File: config.mk
export PLATFORM = sky130hd
export DESIGN_NAME = tree_depth_from_parent_labels_unit
export DESIGN_NICKNAME = d
export VERILOG_FILES = /design/src/hdl/tdpl_pkg.sv /design/src/hdl/tdpl_search.sv /design/src/hdl/tdpl_walk.sv /design/src/hdl/tree_depth_from_parent_labels_unit.sv
export VERILOG_INCLUDE_DIRS = /design/src /design/src/hdl
export SDC_FILE = /design/constraint.sdc
export NUM_CORES = 2
export LEC_CHECK = 0
export ABC_CLOCK_PERIOD_IN_PS = 11100
export BUFFER_PORTS_ARGS = -buffer_cell sky130_fd_sc_hd__buf_2
export CELL_PAD_IN_SITES_DETAIL_PLACEMENT = 1
export CELL_PAD_IN_SITES_GLOBAL_PLACEMENT = 2
export CORE_MARGIN = 2
export CORE_UTILIZATION = 45
export CTS_CLUSTER_DIAMETER = 30
export CTS_CLUSTER_SIZE = 12
export DETAILED_ROUTE_END_ITERATION = 6
export GPL_TIMING_DRIVEN = 0
export PLACE_DENSITY = 0.74
export SLEW_MARGIN = 20
export SYNTH_ARGS = -nofsm -noshare
export SYNTH_HDL_FRONTEND = slang
export SYNTH_SLANG_ARGS = --single-unit
File: constraint.sdc
create_clock -name clk -period 11.1 [get_ports clk]
set_input_delay 1.11 -clock clk [delete_from_list [all_inputs] [get_ports clk]]
set_output_delay 1.11 -clock clk [all_outputs]
set_load 0.02 [all_outputs]
File: src/hdl/tree_depth_from_parent_labels_unit_assert.svh
// assertion macros for the tree depth unit
`ifndef TREE_DEPTH_FROM_PARENT_LABELS_UNIT_ASSERT_SVH
`define TREE_DEPTH_FROM_PARENT_LABELS_UNIT_ASSERT_SVH

// same-cycle implication, checked outside reset
`define TDPL_ASSERT_NOW(lbl, ante, cons, msg) \
    lbl: assert property (@(posedge clk) disable iff (!rst_n) (ante) |-> (cons)) \
        else $error(msg);

// next-cycle implication, checked outside reset
`define TDPL_ASSERT_NEXT(lbl, ante, cons, msg) \
    lbl: assert property (@(posedge clk) disable iff (!rst_n) (ante) |=> (cons)) \
        else $error(msg);

`endif

File: src/hdl/tdpl_pkg.sv
// shared types for the tree depth unit
`default_nettype none

package tdpl_pkg;

    // one node record
    typedef struct packed {
        logic [7:0] node_label;
        logic [7:0] parent_label;
        logic       last_node;
    } rec_t;

    // one tree result
    typedef struct packed {
        logic [7:0] tree_depth;
        logic [7:0] nodes_loaded;
        logic       orphan_seen;
        logic       overflow_seen;
    } res_t;

    // control from the sequencer to the label search
    typedef struct packed {
        logic write;
        logic start;
    } srch_ctl_t;

    // status from the label search
    typedef struct packed {
        logic done;
        logic orphan;
    } srch_sts_t;

    // saturation limit of the 8-bit count fields
    localparam int unsigned SAT_LIMIT = 255;

endpackage

`default_nettype wire

File: src/hdl/tdpl_search.sv
// label store and oldest-first parent label search
`default_nettype none

module tdpl_search #(
    parameter int unsigned MAX_NODES = 128
) (
    input  wire                          clk,
    input  wire                          rst_n,
    input  wire tdpl_pkg::srch_ctl_t     ctl,
    input  wire [$clog2(MAX_NODES)-1:0]  idx,
    input  wire [7:0]                    label,
    input  wire [7:0]                    plabel,
    output tdpl_pkg::srch_sts_t          sts,
    output logic [$clog2(MAX_NODES)-1:0] found
);

    localparam int unsigned IDX_W = $clog2(MAX_NODES);

    logic [7:0]       label_mem [MAX_NODES];
    logic [7:0]       rd_data_reg;
    logic             active_reg;
    logic             rd_vld_reg;
    logic [IDX_W-1:0] scan_reg;
    logic [IDX_W-1:0] rd_idx_reg;
    logic [IDX_W-1:0] lim_reg;
    logic [IDX_W-1:0] self_reg;
    logic [7:0]       tgt_reg;
    logic             hit;
    logic             at_end;

    // label write port and registered scan read
    always_ff @(posedge clk)
    begin
        if (ctl.write)
        begin
            label_mem[idx] <= label;
        end
        rd_data_reg <= label_mem[scan_reg];
    end

    // compare the entry read last cycle
    assign hit    = active_reg && rd_vld_reg && (rd_data_reg == tgt_reg);
    assign at_end = active_reg && rd_vld_reg && (rd_idx_reg == lim_reg);

    assign sts.done   = hit || at_end;
    assign sts.orphan = !hit && at_end;
    assign found      = hit ? rd_idx_reg : self_reg;

    // scan sequencing
    always_ff @(posedge clk or negedge rst_n)
    begin
        if (!rst_n)
        begin
            active_reg <= 1'b0;
            rd_vld_reg <= 1'b0;
        end
        else if (ctl.start)
        begin
            active_reg <= 1'b1;
            rd_vld_reg <= 1'b0;
        end
        else if (sts.done)
        begin
            active_reg <= 1'b0;
            rd_vld_reg <= 1'b0;
        end
        else if (active_reg)
        begin
            rd_vld_reg <= 1'b1;
        end
    end

    // scan address and search context
    always_ff @(posedge clk)
    begin
        if (ctl.start)
        begin
            scan_reg <= '0;
            lim_reg  <= idx - IDX_W'(1);
            self_reg <= idx;
            tgt_reg  <= plabel;
        end
        else if (active_reg)
        begin
            rd_idx_reg <= scan_reg;
            scan_reg   <= scan_reg + IDX_W'(1);
        end
    end

endmodule

`default_nettype wire

File: src/hdl/tdpl_walk.sv
// depth store and parent chain walk over all stored nodes
`default_nettype none

module tdpl_walk #(
    parameter int unsigned MAX_NODES = 128
) (
    input  wire                            clk,
    input  wire                            rst_n,
    input  wire                            start,
    input  wire [$clog2(MAX_NODES+1)-1:0]  count,
    output logic [$clog2(MAX_NODES)-1:0]   par_addr,
    input  wire [$clog2(MAX_NODES)-1:0]    par_data,
    output logic                           done,
    output logic [$clog2(MAX_NODES+1)-1:0] best
);

    localparam int unsigned IDX_W = $clog2(MAX_NODES);
    localparam int unsigned CNT_W = $clog2(MAX_NODES + 1);

    localparam logic [2:0] WK_IDLE = 3'd0;
    localparam logic [2:0] WK_PAR  = 3'd1;
    localparam logic [2:0] WK_DEP  = 3'd2;
    localparam logic [2:0] WK_WR   = 3'd3;
    localparam logic [2:0] WK_FIN  = 3'd4;

    logic [CNT_W-1:0] depth_mem [MAX_NODES];
    logic [CNT_W-1:0] dep_rd_reg;
    logic [2:0]       state_reg;
    logic [2:0]       state_next;
    logic [IDX_W-1:0] node_reg;
    logic [IDX_W-1:0] p_reg;
    logic [CNT_W-1:0] cnt_reg;
    logic [CNT_W-1:0] best_reg;
    logic [CNT_W-1:0] d;
    logic             last_one;

    // depth of the current node: a root alone counts one
    assign d        = (p_reg >= node_reg) ? CNT_W'(1) : dep_rd_reg + CNT_W'(1);
    assign last_one = (CNT_W'(node_reg) + CNT_W'(1)) == cnt_reg;
    assign par_addr = node_reg;
    assign done     = (state_reg == WK_FIN);
    assign best     = best_reg;

    // depth store: parent read during the lookup step, write on the update step
    always_ff @(posedge clk)
    begin
        if (state_reg == WK_WR)
        begin
            depth_mem[node_reg] <= d;
        end
        dep_rd_reg <= depth_mem[par_data];
    end

    // step sequencing
    always_comb
    begin
        state_next = state_reg;
        unique case (state_reg)
            WK_IDLE: if (start) state_next = WK_PAR;
            WK_PAR:  state_next = WK_DEP;
            WK_DEP:  state_next = WK_WR;
            WK_WR:   state_next = last_one ? WK_FIN : WK_PAR;
            WK_FIN:  state_next = WK_IDLE;
            default: state_next = WK_IDLE;
        endcase
    end

    always_ff @(posedge clk or negedge rst_n)
    begin
        if (!rst_n)
        begin
            state_reg <= WK_IDLE;
        end
        else
        begin
            state_reg <= state_next;
        end
    end

    // walk context and running maximum
    always_ff @(posedge clk)
    begin
        if (state_reg == WK_IDLE && start)
        begin
            node_reg <= '0;
            cnt_reg  <= count;
            best_reg <= '0;
        end
        else if (state_reg == WK_DEP)
        begin
            p_reg <= par_data;
        end
        else if (state_reg == WK_WR)
        begin
            if (d > best_reg)
            begin
                best_reg <= d;
            end
            if (!last_one)
            begin
                node_reg <= node_reg + IDX_W'(1);
            end
        end
    end

endmodule

`default_nettype wire

File: src/hdl/tree_depth_from_parent_labels_unit.sv
// Tree depth unit: builds a tree from node records and reports its height.
// Input channel rec (rec_valid/rec_ready) takes one node record per
// transaction; the first record of a tree is its root. Each later record
// searches the stored labels oldest first, one label per cycle through the
// label memory read port, so the next record is accepted only after the
// search ends. A record marked last_node starts the depth walk, which
// visits each stored node in turn with a parent read, a depth read and a
// depth write, after which one result transaction appears on res
// (res_valid/res_ready). The result sits in an output register: new
// records are accepted while it waits, and a finished walk holds until the
// register is free. Records beyond MAX_NODES are dropped and flagged.
// Reset clears the counts and flags at once; memories need no clearing,
// and the unit is ready in the first cycle after reset. After each result
// the unit starts a fresh tree.
`default_nettype none
`include "tree_depth_from_parent_labels_unit_assert.svh"

module tree_depth_from_parent_labels_unit #(
    parameter int unsigned MAX_NODES = 128
) (
    input  wire                clk,
    input  wire                rst_n,
    input  wire                rec_valid,
    output logic               rec_ready,
    input  wire tdpl_pkg::rec_t rec,
    output logic               res_valid,
    input  wire                res_ready,
    output tdpl_pkg::res_t     res
);

    localparam int unsigned IDX_W = $clog2(MAX_NODES);
    localparam int unsigned CNT_W = $clog2(MAX_NODES + 1);

    localparam logic [2:0] ST_IDLE   = 3'd0;
    localparam logic [2:0] ST_SEARCH = 3'd1;
    localparam logic [2:0] ST_START  = 3'd2;
    localparam logic [2:0] ST_WALK   = 3'd3;
    localparam logic [2:0] ST_EMIT   = 3'd4;

    logic [2:0]           state_reg;
    logic [2:0]           state_next;
    logic [CNT_W-1:0]     count_reg;
    logic [CNT_W-1:0]     count_next;
    logic                 orphan_reg;
    logic                 orphan_next;
    logic                 overflow_reg;
    logic                 overflow_next;
    logic                 last_reg;
    logic                 res_valid_reg;
    tdpl_pkg::res_t       res_reg;

    logic                 rec_acc;
    logic                 full;
    logic                 emit_go;
    tdpl_pkg::srch_ctl_t  srch_ctl;
    tdpl_pkg::srch_sts_t  srch_sts;
    logic [IDX_W-1:0]     found;
    logic [IDX_W-1:0]     wr_idx;
    logic                 walk_start;
    logic                 walk_done;
    logic [CNT_W-1:0]     walk_best;
    logic [IDX_W-1:0]     par_addr;
    logic [IDX_W-1:0]     par_rd_reg;
    logic                 par_we;
    logic [IDX_W-1:0]     par_wdata;
    logic [IDX_W-1:0]     parent_mem [MAX_NODES];
    logic [31:0]          best_ext;
    logic [31:0]          cnt_ext;

    assign rec_ready = (state_reg == ST_IDLE);
    assign rec_acc   = rec_valid && rec_ready;
    assign full      = (count_reg == CNT_W'(MAX_NODES));
    assign wr_idx    = count_reg[IDX_W-1:0];
    assign emit_go   = (state_reg == ST_EMIT) && (!res_valid_reg || res_ready);

    // label search control
    assign srch_ctl.write = rec_acc && !full;
    assign srch_ctl.start = rec_acc && !full && (count_reg != '0);

    tdpl_search #(
        .MAX_NODES (MAX_NODES)
    ) u_search (
        .clk    (clk),
        .rst_n  (rst_n),
        .ctl    (srch_ctl),
        .idx    (wr_idx),
        .label  (rec.node_label),
        .plabel (rec.parent_label),
        .sts    (srch_sts),
        .found  (found)
    );

    // parent index store: root points at itself
    assign par_we    = (rec_acc && !full && (count_reg == '0)) ||
                       ((state_reg == ST_SEARCH) && srch_sts.done);
    assign par_wdata = (state_reg == ST_SEARCH) ? found : '0;

    always_ff @(posedge clk)
    begin
        if (par_we)
        begin
            parent_mem[wr_idx] <= par_wdata;
        end
        par_rd_reg <= parent_mem[par_addr];
    end

    assign walk_start = (state_reg == ST_START);

    tdpl_walk #(
        .MAX_NODES (MAX_NODES)
    ) u_walk (
        .clk      (clk),
        .rst_n    (rst_n),
        .start    (walk_start),
        .count    (count_reg),
        .par_addr (par_addr),
        .par_data (par_rd_reg),
        .done     (walk_done),
        .best     (walk_best)
    );

    // record sequencing
    always_comb
    begin
        state_next    = state_reg;
        count_next    = count_reg;
        orphan_next   = orphan_reg;
        overflow_next = overflow_reg;
        unique case (state_reg)
            ST_IDLE:
            begin
                if (rec_acc)
                begin
                    if (full)
                    begin
                        overflow_next = 1'b1;
                        if (rec.last_node) state_next = ST_START;
                    end
                    else if (count_reg == '0)
                    begin
                        count_next = count_reg + CNT_W'(1);
                        if (rec.last_node) state_next = ST_START;
                    end
                    else
                    begin
                        state_next = ST_SEARCH;
                    end
                end
            end
            ST_SEARCH:
            begin
                if (srch_sts.done)
                begin
                    count_next  = count_reg + CNT_W'(1);
                    orphan_next = orphan_reg || srch_sts.orphan;
                    state_next  = last_reg ? ST_START : ST_IDLE;
                end
            end
            ST_START: state_next = ST_WALK;
            ST_WALK:  if (walk_done) state_next = ST_EMIT;
            ST_EMIT:
            begin
                if (emit_go)
                begin
                    count_next    = '0;
                    orphan_next   = 1'b0;
                    overflow_next = 1'b0;
                    state_next    = ST_IDLE;
                end
            end
            default: state_next = ST_IDLE;
        endcase
    end

    always_ff @(posedge clk or negedge rst_n)
    begin
        if (!rst_n)
        begin
            state_reg    <= ST_IDLE;
            count_reg    <= '0;
            orphan_reg   <= 1'b0;
            overflow_reg <= 1'b0;
        end
        else
        begin
            state_reg    <= state_next;
            count_reg    <= count_next;
            orphan_reg   <= orphan_next;
            overflow_reg <= overflow_next;
        end
    end

    // last-record mark held over the search
    always_ff @(posedge clk)
    begin
        if (rec_acc)
        begin
            last_reg <= rec.last_node;
        end
    end

    // saturate counts into the 8-bit result fields
    assign best_ext = 32'(walk_best);
    assign cnt_ext  = 32'(count_reg);

    // output register
    always_ff @(posedge clk or negedge rst_n)
    begin
        if (!rst_n)
        begin
            res_valid_reg <= 1'b0;
        end
        else if (emit_go)
        begin
            res_valid_reg <= 1'b1;
        end
        else if (res_ready)
        begin
            res_valid_reg <= 1'b0;
        end
    end

    always_ff @(posedge clk)
    begin
        if (emit_go)
        begin
            res_reg.tree_depth    <= (best_ext > tdpl_pkg::SAT_LIMIT) ? 8'hFF : best_ext[7:0];
            res_reg.nodes_loaded  <= (cnt_ext > tdpl_pkg::SAT_LIMIT) ? 8'hFF : cnt_ext[7:0];
            res_reg.orphan_seen   <= orphan_reg;
            res_reg.overflow_seen <= overflow_reg;
        end
    end

    assign res_valid = res_valid_reg;
    assign res       = res_reg;

    // checks
    `TDPL_ASSERT_NOW(a_count_cap, 1'b1, count_reg <= CNT_W'(MAX_NODES),
        "stored count above capacity")
    `TDPL_ASSERT_NOW(a_search_done_state, srch_sts.done, state_reg == ST_SEARCH,
        "label search finished outside the search phase")
    `TDPL_ASSERT_NOW(a_walk_done_state, walk_done, state_reg == ST_WALK,
        "depth walk finished outside the walk phase")
    `TDPL_ASSERT_NEXT(a_last_blocks, rec_acc && rec.last_node, !rec_ready,
        "record accepted before the tree result was formed")

endmodule

`default_nettype wire
==> reports/metrics.yaml <==
run_status:
  outcome: "finished clean"
drt:
  routed_wl_mm: 421.9
  viasPerCell: 6.488
  vias: 68765
  postRouteAntennaNets: 0
  drc: 0
  avgRoutedWirePerCell_microns: 39.81
  drt_iter0_drc: 10483
  dr.pass1.iters: 6
clock_network:
  post_cts_buffers: 0
  path_clk_slew_ns: 0.05
  cts_sinks: 3071
  insertion_delay_ns: 1.03
  cts_resized: 0
  cts.path.max_buffers: 4
  cts-root-buf: "clkbuf_16"
  h-tree-depth: 6
  cts_buffers: 585
  hold_buffers: 0
  cts_tree: "done"
floorplan:
  row_count: 189
  die_y_microns: 519.3
  coreArea_sq_um: 264600
  ios: 41
  die-width_microns: 519.3
  dieArea_sq_um: 269600
  start_util_pct: 45.15
critical_path:
  start_kind: "register"
  r2r_start: "u_walk.par_addr[1]"
  crit_start: "u_walk.par_addr[1]"
  reg2reg_slack_ns: 3.98
  rr_worst_depth: 22
  path_max_fanout: 29
  path_class: "register to register"
  end_kind: "register"
  required_ns: 11.97
  arrival_ns: 7.99
yosys:
  synthTopCellsByArea: "edfxtp_1 (76%), mux4_2 (12%), nor2_1 (1.6%), mux2i_1 (1.5%), dfxtp_1 (0.75%)"
  synthMuxAreaShare_pct: 14.59
  synth_fa_ha_area_share_pct: 0.2095
  synth_top_family_by_area: "multiplexers"
  async_reset_ff_share_pct: 0.6187
  syn-cell-area_sq_um: 119500
  syn_avg_cell_area_sq_um: 20.37
  ys_types: 82
  synth_compound_area_share_pct: 3.402
  synth-xor-area-share_pct: 0.3592
  synthFlopType: "edfxtp_1"
  synth-seq-area-share_pct: 76.73
  ys_seq_elements: 3071
  synth-edff-count: 3007
  synth_cells: 5866
  ys_warn_count: 0
  synthesis.nets: 5907
  synth_largest_area_cell: "edfxtp_1"
  yosys.area_share.simple_pct: 3.159
  synth_top_area_share_pct: 75.58
timing:
  hold_violations: 0
  report.final.setup_viol: 0
  fmax_mhz: 140.4
  slew_viol_final: 0
  period_minus_slack_ns: 7.123
  grt_setup_unrepaired: "false"
  period_share_pct: 64.17
  worst_pin_slew_ns: 1.314
  slew_headroom_pct: 12.39
  skew_ns: 0.07064
power:
  p_int_uw: 30220
  p_leak_uw: 0.04771
  peakVddDrop_mv: 0.2183
  p_total_uw: 45750
  p_sw_uw: 15530
  pwr-share-comb_pct: 28.9
  clockPowerShare_pct: 39.9
  pwr_density_cell_nw_per_um2: 312.1
  p_seq_share_pct: 31.2
  switching_share_pct: 33.95
flow_run:
  maxCapViolCount: 0
cells_and_area:
  layout_commonest_cell: "edfxtp_1"
  layout_common_cells: "edfxtp_1 (3007), mux4_2 (655), clkbuf_16 (587)"
  nFillCells: 22762
  fin_nets: 6609
  reg_top3: "u_search.label_mem x1024, u_walk.depth_mem x1024, parent_mem x896"
  final_core_util_pct: 55.41
  syn2layout_area_growth_pct: 22.72
  final_cells: 10599
  layout-drive-gt1-share_pct: 28.80
placed_design:
  gp_congestion: 1.008
  dp_cells: 9514
  portBuffers: 40
  dp_hpwl_mm: 271.3
global_route:
  grt_max_degree: 85
  grt_pass1_vias: 70203
  overflow: 0
  antenna_found_initial: 29
  grt_util_all_layers_pct: 31.05
  grt_first_pass_wirelength_mm: 578.7
worst_hold_path:
  hold_path.class: "primary input to async pin"
Yosys cell counts (all sizes together), types with 45 or more instances:
library cell  count
nor2            522
edfxtp         3007
mux2i           185
nand3            48
mux2             66
a21oi            80
mux4            658
clkbuf          158
dfxtp            45
nand2           132
a22oi            65
buf             202
o22ai           101
o21ai            64
a221oi           99
power groups by stage:
stage                     clock, uW  sequential [uW]  combinational, uW
after floorplan                   0            14600               6400
after global placement            0            15000              11600
after detailed placement          0            14500              12700
after CTS                     18300            14300              12800
after global routing          18800            14300              13300
final                         18200            14300              13200
layout make-up:
cell class | instances | area [sq um] | area share, %
Antenna cell | 14 | 35.03 | 0.02390
Buffer | 360 | 1824 | 1.244
Clock buffer | 674 | 15070 | 10.28
Clock inverter | 397 | 5288 | 3.607
Inverter | 25 | 98.84 | 0.06742
Multi-Input combinational cell | 2410 | 26120 | 17.82
Sequential cell | 3071 | 91670 | 62.53
Tap cell | 3533 | 4420 | 3.015
Timing Repair Buffer | 115 | 2083 | 1.421
critical path: stages, from the launching register on:
cell	delay (ns)
dfxtp_1	0.33
buf_6	0.17
buf_6	0.19
inv_1	0.10
buf_4	0.38
buf_4	0.37
buf_4	0.44
clkbuf_2	0.64
ha_1	0.35
a21o_1	0.16
a21oi_1	0.17
o211ai_1	0.33
buf_4	0.31
buf_4	0.17
a21oi_4	0.65
buf_16	0.24
buf_16	0.19
ha_1	0.18
and4_1	0.23
o21ai_0	0.11
a221oi_2	0.81
mux2i_1	0.27
nor2_1	0.06
per-stage QoR:
step	hold WS [ns]	area (sq um)	setup slack, ns	setup TNS (ns)
after floorplan	0.4029	119500	1.339	0
after global placement	0.4117	124100	-7.853	-2270.92
after detailed placement	0.4152	126200	4.210	0
after CTS	0.0006467	146600	4.133	0
after global routing	0.03798	146600	3.807	0
final	0.05214	146600	3.977	0
routing by layer:
metal	vias to the layer above	global-route usage (%)	wire length, microns
met4	16	15.98	24400
met1	36658	41.69	158600
met3	1155	8.507	46990
met5	-	0	113
met2	4964	46.61	191800
li1	25972	-	-
final timing paths:
path / to
worst max-delay path: u_walk.best[5]
worst min-delay path: count_reg[2]
worst max register to register: u_walk.best[5]
worst min register to register: u_walk.p_reg[1]
max in group asynchronous: count_reg[0]
min in group clk: u_search.tgt_reg[2]
cell families after synthesis:
logic type                 after synthesis
AOI/OAI and AO/OA                      567
and+or+nand+nor                        865
muxes                                  909
DFF                                   3071
buffers and inverters                  385
xor gates and xnor gates                49
adders and majority gates               20
Power figures use the tool's default switching activity.
